File: config.mk
export PLATFORM = sky130hd
export DESIGN_NAME = rtcm_parse
export DESIGN_NICKNAME = d
export VERILOG_FILES = /design/src/rtl/rtcm_pkg.sv /design/src/rtl/rtcm_parse.sv
export SDC_FILE = /design/constraint.sdc
export NUM_CORES = 1
export LEC_CHECK = 0
export ABC_AREA = 1
export BUFFER_PORTS_ARGS = -buffer_cell sky130_fd_sc_hd__buf_2
export CORE_MARGIN = 8
export CORE_UTILIZATION = 25
export DETAILED_ROUTE_END_ITERATION = 10
export GPL_TIMING_DRIVEN = 0
export SLEW_MARGIN = 20
export SYNTH_ARGS = -nofsm -noshare
export SYNTH_HDL_FRONTEND = slang
export SYNTH_SLANG_ARGS = --single-unit
File: constraint.sdc
create_clock -name clk -period 3.95 [get_ports clk]
set_input_delay 0.1975 -clock clk [delete_from_list [all_inputs] [get_ports clk]]
set_output_delay 0.1975 -clock clk [all_outputs]
set_load 0.02 [all_outputs]
File: src/rtl/rtcm_pkg.sv
// ----------------------------------------------------------------------------
// RTCM3 frame receiver package
// Shared types and constants for the frame parser, the message store and the
// top level.
// ----------------------------------------------------------------------------
package rtcm_pkg;

    localparam logic [7:0] PREAMBLE      = 8'hD3;
    localparam logic [7:0] LEN_HIGH_MASK = 8'h03;
    localparam int         HEADER_BYTES  = 3;
    localparam int         TRAILER_BYTES = 3;
    localparam int         FRAME_EXTRA   = HEADER_BYTES + TRAILER_BYTES;

    localparam logic [11:0] RESET_TYPE_A = 12'd1005;
    localparam logic [11:0] RESET_TYPE_B = 12'd1077;
    localparam logic [11:0] RESET_TYPE_C = 12'd1087;
    localparam logic [11:0] RESET_TYPE_D = 12'd1230;

    // Configuration register indexes.
    localparam logic [1:0] CFG_TYPE_A = 2'd0;
    localparam logic [1:0] CFG_TYPE_B = 2'd1;
    localparam logic [1:0] CFG_TYPE_C = 2'd2;
    localparam logic [1:0] CFG_TYPE_D = 2'd3;

    // Input item modes and result kinds.
    localparam logic MODE_LINK   = 1'b0;
    localparam logic MODE_READ   = 1'b1;
    localparam logic KIND_REPORT = 1'b0;
    localparam logic KIND_READ   = 1'b1;

    typedef enum logic [1:0] {
        ST_ACCEPTED = 2'd0,
        ST_REJECTED = 2'd1,
        ST_TOO_LONG = 2'd2
    } frame_status_t;

    typedef struct packed {
        logic [11:0] type_a;
        logic [11:0] type_b;
        logic [11:0] type_c;
        logic [11:0] type_d;
    } accept_types_t;

    // Frame report produced by the parser for the current byte.
    typedef struct packed {
        logic          valid;
        frame_status_t status;
        logic [11:0]   msg_type;
        logic [9:0]    length;
        logic [2:0]    slot;
    } report_t;

    // Store write produced by the parser for the current byte.
    typedef struct packed {
        logic        en;
        logic [10:0] offset;
        logic [7:0]  data;
    } store_wr_t;

endpackage

File: src/rtl/rtcm_parse.sv
// ----------------------------------------------------------------------------
// RTCM3 frame parser
// Tracks the frame phase, byte count, length, type and write slot, and turns
// each link byte into a store write and, at frame end, a report.
// ----------------------------------------------------------------------------
module rtcm_parse
    import rtcm_pkg::*;
#(
    parameter int SLOTS       = 8,
    parameter int MAX_PAYLOAD = 1018,
    parameter int SLOT_W      = 3
)
(
    input  logic              clk,
    input  logic              rst_n,
    input  logic              byte_valid,
    input  logic [7:0]        byte_data,
    input  accept_types_t     accept_types,
    output store_wr_t         store_wr,
    output logic [SLOT_W-1:0] write_slot,
    output report_t           report
);

    typedef enum logic [1:0] {
        PH_HUNT,
        PH_LEN_HI,
        PH_LEN_LO,
        PH_BODY
    } phase_t;

    phase_t            phase_reg, phase_next;
    logic [10:0]       count_reg, count_next;
    logic [9:0]        length_reg, length_next;
    logic [11:0]       type_reg, type_next;
    logic [SLOT_W-1:0] slot_reg, slot_next;

    logic [10:0] count_inc;
    logic        type_ok;

    assign count_inc  = count_reg + 11'd1;
    assign write_slot = slot_reg;

    assign type_ok = (type_next == accept_types.type_a) || (type_next == accept_types.type_b)
                  || (type_next == accept_types.type_c) || (type_next == accept_types.type_d);

    always_comb
    begin
        phase_next      = phase_reg;
        count_next      = count_reg;
        length_next     = length_reg;
        type_next       = type_reg;
        slot_next       = slot_reg;
        store_wr.en     = 1'b0;
        store_wr.offset = count_reg;
        store_wr.data   = byte_data;
        report.valid    = 1'b0;
        report.status   = ST_ACCEPTED;
        report.msg_type = 12'd0;
        report.length   = length_reg;
        report.slot     = 3'(slot_reg);

        case (phase_reg)
            PH_HUNT:
            begin
                store_wr.offset = 11'd0;
                if (byte_data == PREAMBLE)
                begin
                    store_wr.en = 1'b1;
                    count_next  = 11'd1;
                    type_next   = 12'd0;
                    phase_next  = PH_LEN_HI;
                end
            end
            PH_LEN_HI:
            begin
                store_wr.en     = 1'b1;
                store_wr.offset = 11'd1;
                count_next      = 11'd2;
                length_next     = {byte_data[1:0] & LEN_HIGH_MASK[1:0], 8'd0};
                phase_next      = PH_LEN_LO;
            end
            PH_LEN_LO:
            begin
                store_wr.en     = 1'b1;
                store_wr.offset = 11'd2;
                length_next     = {length_reg[9:8], byte_data};
                report.length   = length_next;
                if (length_next > 10'(MAX_PAYLOAD))
                begin
                    report.valid  = 1'b1;
                    report.status = ST_TOO_LONG;
                    count_next    = 11'd0;
                    phase_next    = PH_HUNT;
                end
                else
                begin
                    count_next = 11'd3;
                    phase_next = PH_BODY;
                end
            end
            PH_BODY:
            begin
                store_wr.en = 1'b1;
                if (count_reg == 11'd3)
                begin
                    type_next = {byte_data, 4'd0};
                end
                else if (count_reg == 11'd4)
                begin
                    type_next = type_reg | {8'd0, byte_data[7:4]};
                end
                count_next = count_inc;
                if ({1'b0, count_inc} >= ({2'd0, length_reg} + 12'(FRAME_EXTRA)))
                begin
                    report.valid    = 1'b1;
                    report.status   = type_ok ? ST_ACCEPTED : ST_REJECTED;
                    report.msg_type = type_next;
                    if (type_ok)
                    begin
                        slot_next = (slot_reg == SLOT_W'(SLOTS - 1)) ? '0
                                                                     : slot_reg + 1'b1;
                    end
                    count_next = 11'd0;
                    phase_next = PH_HUNT;
                end
            end
            default:
            begin
                phase_next = PH_HUNT;
            end
        endcase
    end

    always_ff @(posedge clk or negedge rst_n)
    begin
        if (!rst_n)
        begin
            phase_reg  <= PH_HUNT;
            count_reg  <= 11'd0;
            length_reg <= 10'd0;
            type_reg   <= 12'd0;
            slot_reg   <= '0;
        end
        else if (byte_valid)
        begin
            phase_reg  <= phase_next;
            count_reg  <= count_next;
            length_reg <= length_next;
            type_reg   <= type_next;
            slot_reg   <= slot_next;
        end
    end

endmodule

==> out/results.txt, run 1 <==
Die footprint: 0.02118 mm^2
Util after Layout: 31.70%
PortBufs: 108
Yosys top cell area share: 22.67%
Final setup fails: 0
Critical path endpoint category: output pin
NumNets Final: 839
Largest register FFs: 12
Critical path's most frequent cell: nand2_1
Mapped cell area: 0.004194 mm^2
TritonRoute pass-1 iters: 4
# fillers: 1,886
Area after DPL: 0.005010 mm^2
Fmax achieved: 270.6 MHz
Fraction of the cycle the final worst path needs: 93.56%
Syn nets: 722
Die W: 145.5 um
Top post-synthesis cells by count: 214 x nand2_1, 74 x inv_1, 49 x nand3_1
Seq/Total Area, Yosys: 22.67%
Avg Inst Size Synth: 6.543 um^2
Routed WL: 14,000 um
Post-DP HPWL: 11,650 um
Final Slew Violations: 0
Io pins: 110
Vias per cell: 4.492
Async SR Flop Fraction: 100.0%
Final total power: 3204 uW
Post-synth EDFFs: 0
Ranking of synthesized cells by area: dfrtp_1 23%, nand2_1 19%, nand3b_1 7.2%
Worst Path Required: 3750 ps
Detail Route Antenna Nets: 0
GRT overflow: 0
Ant. Diodes: 0
Clock root cell: clkbuf_16
Mapped Cells: 641
Ys flop type: dfrtp_1
Initial antenna violation count: 0
DR WL/cell: 14.30 um
Slowest-stage cell, CP: dfrtp_1
Total of max-cap violations: 0
Largest net degree at the start of global routing: 39
Clk Latency, worst-skew pair: 290 ps
Die Height: 145.5 um
Crit Path Category: register to output pin
CTS Buf Count: 5
Final hold viol count: 0
Tot GR Track Use: 12.84%
Drt drc: 0
Startpoint types: register
Leak: 0.002701 uW
Most common cell in the netlist: nand2_1
CTS tree: done
First-pass GRT wire length: 22,290 um
Share of cells above drive strength 1: 25.16%
Core Region: 0.01647 mm^2
Arr. time, crit path: 3500 ps
Worst-path maximum fanout: 10
Fin Clk Skew: 10.38 ps
Outcome: completed
Synth Register Bits: 38
Worst path max stage delay: 480 ps
Clock sinks: 38
CTS H-tree depth: 2
Area Growth Syn to Fin: 24.46%
Yosys top cell by area: dfrtp_1
Hold Slack: 58.20 ps
Row Count: 47
DRC violation total after the first TritonRoute iteration: 275
Hold Crit Class: input pin to async pin
Initial Util: 25.47%
Vias: 4,398
Final min period: 3696 ps
Place WS: 245.6 ps
Yosys warns: 0
Vias in the first global route: 4,365
Crit path cell chain: inv_1, nor4_2, nand3_1, nor3_2, nand2_1, xor2_1, inv_1, ha_1, nand2_1, nor2_1, nand2_1, o211ai_1, a31oi_1, nand2_1, clkinvlp_4, buf_12, nor2_1, buf_2
Clock Path Buffers: 2
VDD IR max: 0.2106 mV
Hold Buf Count CTS: 0
Yosys cell types: 33
Max_slew headroom: 37.14%
Worst setup slack after layout: 254.4 ps
Cell area power density: 613.8 mW/mm^2
Final instance area: 0.005220 mm^2
Reg clk slew, reported paths: 70 ps
Worst-Margin Slew: 942.8 ps
Final GP Congestion: 0.8167
[critical path: cells and delay by family, from the launching register on]
kind | cells | cell delay [ps]
xor+xnor | 1 | 180
buf+inv | 5 | 770
fa+ha+maj | 1 | 300
simple gates | 9 | 1330
flops | 1 | 480
compound gates | 2 | 140
[per-stage QoR]
step                instances  TNS, ps
finish                    979        0
global placement          969        0
CTS                       976        0
global route              979   -21.54
detailed placement        969        0
floorplan                 641        0
[cell type report]
type | count | area, um^2 | share of cell area [%]
inverter | 78 | 300.3 | 5.753
clock buffer | 6 | 138.9 | 2.661
timing repair buffer | 111 | 575.6 | 11.03
tap | 220 | 275.3 | 5.273
clock inverter | 2 | 12.51 | 0.2397
buffer | 26 | 165.2 | 3.164
sequential | 38 | 952.2 | 18.24
multi-input combinational | 498 | 2800 | 53.64
[cell families (layout without fill, tap and decap cells)]
logic type	count (synthesis)	count (layout)	share of synthesized area, %
compound gates	60	60	7.757
flops	38	38	22.67
xor+xnor	14	14	2.924
simple gates	402	402	49.08
fa+ha+maj	22	22	6.563
buf+inv	105	223	11.01
[placed cells by master, fill, tap and decap left out, types with 2 or more instances in the layout]
cell	Yosys	layout
dfrtp_1	38	37
nand4_4	8	8
buf_4	16	18
ha_1	22	22
nor3_2	0	2
clkinvlp_4	0	3
buf_2	0	108
a21oi_1	6	6
nor2_1	43	42
nand3_1	49	49
nand3b_1	40	40
xor2_1	14	14
clkbuf_16	0	5
a31oi_1	3	3
clkbuf_1	9	8
nand2_4	9	9
nor3_1	7	5
nand2_2	19	19
nand2_1	214	214
o21ai_0	44	44
nand3_2	4	4
nor2_2	1	2
inv_2	3	3
o22ai_1	3	3
nand4_1	4	4
inv_1	74	73
[where the power goes]
group / total (uW) / internal, uW / switching (uW)
combinational: 2150 / 707 / 1440
sequential: 630 / 514 / 116
clock: 423 / 251 / 173
total: 3200 / 1470 / 1730
[worst paths after layout]
| check | startpoint | end | slack (ps) | cells after the start |
|---|---|---|---|---|
| min in group clk | byte_data[0] | length_reg[0] | 250 | 3 |
| setup / recovery | count_reg[2] | report[22] | 250 | 18 |
| hold reg to reg | length_reg[2] | length_reg[2] | 490 | 2 |
| setup reg to reg | count_reg[2] | phase_reg[1] | 360 | 21 |
| max in group asynchronous | rst_n | count_reg[0] | 3250 | 1 |
| hold / removal | rst_n | count_reg[10] | 60 | 1 |
[timing repair]
item	CTS	global route
pin swaps	0	1
gates resized for setup	0	7
setup buffers	0	3
endpoints found under the setup margin	10	26
[metal layers]
metal / part of all wire [%] / vias up / global-route usage [%]
met5: 0 / - / 0
met3: 4.1 / 11 / 2.488
met4: 1.3 / 0 / 2.655
met2: 47 / 85 / 21.75
li1: - / 2281 / -
met1: 47 / 2021 / 16.58
(Power assumes the default switching activity.)
==> run 2, diff against run 1 <==
ABC_AREA = unset   (was 1)
==> run 2 against run 1 <==
- critical path type unchanged
- sequential power is 1% lower
- clock skew decreased by 2.3 ps
- non-clock buffer count up 14
- flip-flop and latch count stayed put
==> out/results.txt, run 2 <==
Vias: 4,351 (was 4,398)
Outcome: completed (unchanged)
Worst Path Required: 3750 ps (about the same)
Placed Instances: 848 (was 969)
Net Sw Frac: 50.30% (was 54.07%)
Detail Route Antenna Nets: 0 (unchanged)
Clock power share: 17.4% (was 13.2%)
CTS H-tree depth: 2 (unchanged)
Top post-synthesis cells by count: 62 x nand2_1, 38 x dfrtp_1, 34 x inv_1 (was 214 x nand2_1, 74 x inv_1, 49 x nand3_1)
Fmax achieved: 266.5 MHz (was 270.6 MHz)
Clock sinks: 38 (unchanged)
Reg clk slew, reported paths: 70 ps (about the same)
Fraction of the cycle the final worst path needs: 94.99% (was 93.56%)
Commonest non-fill, non-tap cell in the layout: buf_2 (was nand2_1)
PortBufs: 106 (was 108)
Final Slew Violations: 0 (unchanged)
NetSw: 1562 uW (was 1732 uW)
Final min period: 3752 ps (was 3696 ps)
Area after DPL: 0.004903 mm^2 (was 0.005010 mm^2)
Sequential Power Share: 20.0% (was 19.7%)
Share of cells above drive strength 1: 25.90% (was 25.16%)
Initial antenna violation count: 0 (unchanged)
Fin Clk Skew: 8.126 ps (was 10.38 ps)
Max_slew headroom: 37.76% (was 37.14%)
RSZ-0062 raised after global routing: no
VDD IR max: 0.2813 mV (was 0.2106 mV)
Largest register FFs: 12 (unchanged)
# fillers: 1,786 (was 1,886)
Startpoint types: register (unchanged)
Yosys top cell area share: 23.21% (was 22.67%)
Syn nets: 603 (was 722)
Post-DP HPWL: 12,190 um (was 11,650 um)
Drt drc: 0 (unchanged)
Arr. time, crit path: 3550 ps (was 3500 ps)
Yosys cell types: 70 (was 33)
Final total power: 3104 uW (was 3204 uW)
CP startpoint: phase_reg[0] (was count_reg[2])
Die W: 144.0 um (was 145.5 um)
Worst r2r dst: write_slot[2] (was phase_reg[1])
Async SR Flop Fraction: 100.0% (unchanged)
Yosys top cell by area: dfrtp_1 (unchanged)
Pint: 1543 uW (was 1472 uW)
Cell area power density: 600.7 mW/mm^2 (was 613.8 mW/mm^2)
Die Height: 144.0 um (was 145.5 um)
Tot GR Track Use: 14.35% (was 12.84%)
Largest net degree at the start of global routing: 39 (unchanged)
Avg Inst Size Synth: 7.850 um^2 (was 6.543 um^2)
Most common cell in the netlist: nand2_1 (unchanged)
Clock Path Buffers: 2 (unchanged)
Vias in the first global route: 4,122 (was 4,365)
Area Growth Syn to Fin: 26.11% (was 24.46%)
Seq/Total Area, Yosys: 23.21% (was 22.67%)
R2R setup slack: 280 ps (was 360 ps)
Non-Filler Instances: 857 (was 979)
Routed WL: 15,220 um (was 14,000 um)
Ranking of synthesized cells by area: dfrtp_1 23%, ha_1 6.7%, nand2_1 5.7% (was dfrtp_1 23%, nand2_1 19%, nand3b_1 7.2%)
Storage element area: 950.9 um^2 (was 952.2 um^2)
Die footprint: 0.02074 mm^2 (was 0.02118 mm^2)
Worst-Margin Slew: 933.6 ps (was 942.8 ps)
NumNets Final: 717 (was 839)
Final instance area: 0.005167 mm^2 (was 0.005220 mm^2)
Crit path to: report[25] (was report[22])
Mapped Cells: 522 (was 641)
GRT overflow: 0 (unchanged)
Vias per cell: 5.077 (was 4.492)
Reg2Reg Depth: 12 (was 21)
Combinational share of power: 62.5% (was 67.1%)
Hold Crit Class: input pin to async pin (unchanged)
Clock root cell: clkbuf_16 (unchanged)
Row Count: 47 (unchanged)
DR WL/cell: 17.76 um (was 14.30 um)
Post-synth EDFFs: 0 (unchanged)
Area of the multi-input gates: 0.002846 mm^2 (was 0.002800 mm^2)
Core Region: 0.01629 mm^2 (was 0.01647 mm^2)
Worst reg2reg path startpoint: phase_reg[0] (was count_reg[2])
Critical path endpoint category: output pin (unchanged)
Final GP Congestion: 0.8781 (was 0.8167)
Total of max-cap violations: 0 (unchanged)
Final setup fails: 0 (unchanged)
Final hold viol count: 0 (unchanged)
Commonest non-fill, non-tap cells in the layout: 113 x buf_2, 62 x nand2_1, 38 x dfrtp_1, 34 x inv_1 (was 214 x nand2_1, 108 x buf_2, 73 x inv_1, 49 x nand3_1, 44 x o21ai_0)
Ys flop type: dfrtp_1 (unchanged)
CTS tree: done (unchanged)
DRC violation total after the first TritonRoute iteration: 325 (was 275)
Ant. Diodes: 0 (unchanged)
Crit Path Category: register to output pin (unchanged)
Clk Latency, worst-skew pair: 290 ps (about the same)
Synth Register Bits: 38 (unchanged)
First-pass GRT wire length: 23,000 um (was 22,290 um)
Yosys warns: 0 (unchanged)
Initial Util: 25.16% (was 25.47%)
TritonRoute pass-1 iters: 7 (was 4)
Leak: 0.002408 uW (was 0.002701 uW)
CTS Buf Count: 5 (unchanged)
Io pins: 110 (unchanged)
Worst-path maximum fanout: 10 (unchanged)
Mapped cell area: 0.004098 mm^2 (was 0.004194 mm^2)
[run 2: metal layers]
layer | vias to the layer above | GRT usage [%] | wire length (um)
li1 | 2131 | - | -
met1 | 2001 | 19.36 | 6818
met2 | 199 | 22.28 | 6714
met3 | 20 | 3.830 | 1454
met4 | 0 | 3.320 | 233
met5 | - | 0 | 0
[run 2: timing repair]
item                                    in CTS  in global routing
resized for setup                            3                 14
pin swaps                                    1                  0
buffers inserted                             1                  0
endpoints found under the setup margin      13                 14
hold buffers                                 0                  0
[run 2: worst min path at each step]
stage	slack, ps	cells past startpoint	to	startpoint
finish	30	1	length_reg[7]	rst_n
CTS	80	1	length_reg[6]	rst_n
floorplan	-100	0	count_reg[0]	rst_n
global route	110	1	length_reg[6]	rst_n
detailed placement	390	1	length_reg[6]	rst_n
global placement	400	1	length_reg[6]	rst_n
[run 2: final cells by class]
class | instances | area share (%)
Sequential cell | 38 | 18.40
Timing Repair Buffer | 107 | 10.41
Clock inverter | 3 | 1.332
Inverter | 35 | 2.542
Buffer | 44 | 4.479
Multi-Input combinational cell | 405 | 55.08
Clock buffer | 5 | 2.421
Tap cell | 220 | 5.327
[run 2: power groups by stage]
stage               Sequential [uW]  Combinational, uW  Clock [uW]
global placement                624               1880           0
floorplan                       587               1360           0
CTS                             619               1910         547
global route                    641               2140         565
finish                          622               1940         541
detailed placement              626               1890           0
[run 2: critical path, cell delays in order (launching register included)]
cell      delay, ps
dfrtp_1         440
inv_1           130
ha_1            420
and4bb_2        400
buf_2           240
nand4_1         170
and3_1          220
nor4_1          270
o21ai_0         180
a211oi_2        250
nand4b_1        210
nand3_1         140
nor2_1           50
buf_2           160
[run 2: logic make-up after synthesis]
kind of cell             count (synthesis)  synth area share (%)
adder cells (fa/ha/maj)                 22                 6.717
AO/OA/AOI/OAI                          145                 25.07
buffers and inverters                   79                 8.702
multiplexers                            10                 2.870
flip-flops                              38                 23.21
XOR/XNOR                                39                 8.336
AND/OR/NAND/NOR                        189                 25.10
[run 2: metrics by stage]
stage	setup WS (ps)	util [%]	TNS (ps)	hold slack, ps
2_1_floorplan	635.4	-	0	-98.09
3_3_place_gp	-218.9	30.10	-686.6	398.4
3_5_place_dp	-207.7	30.10	-634.6	393.5
4_1_cts	40.14	31.38	0	83.24
5_1_grt	8.621	31.72	0	106.9
6_report	198.0	31.72	0	34.52
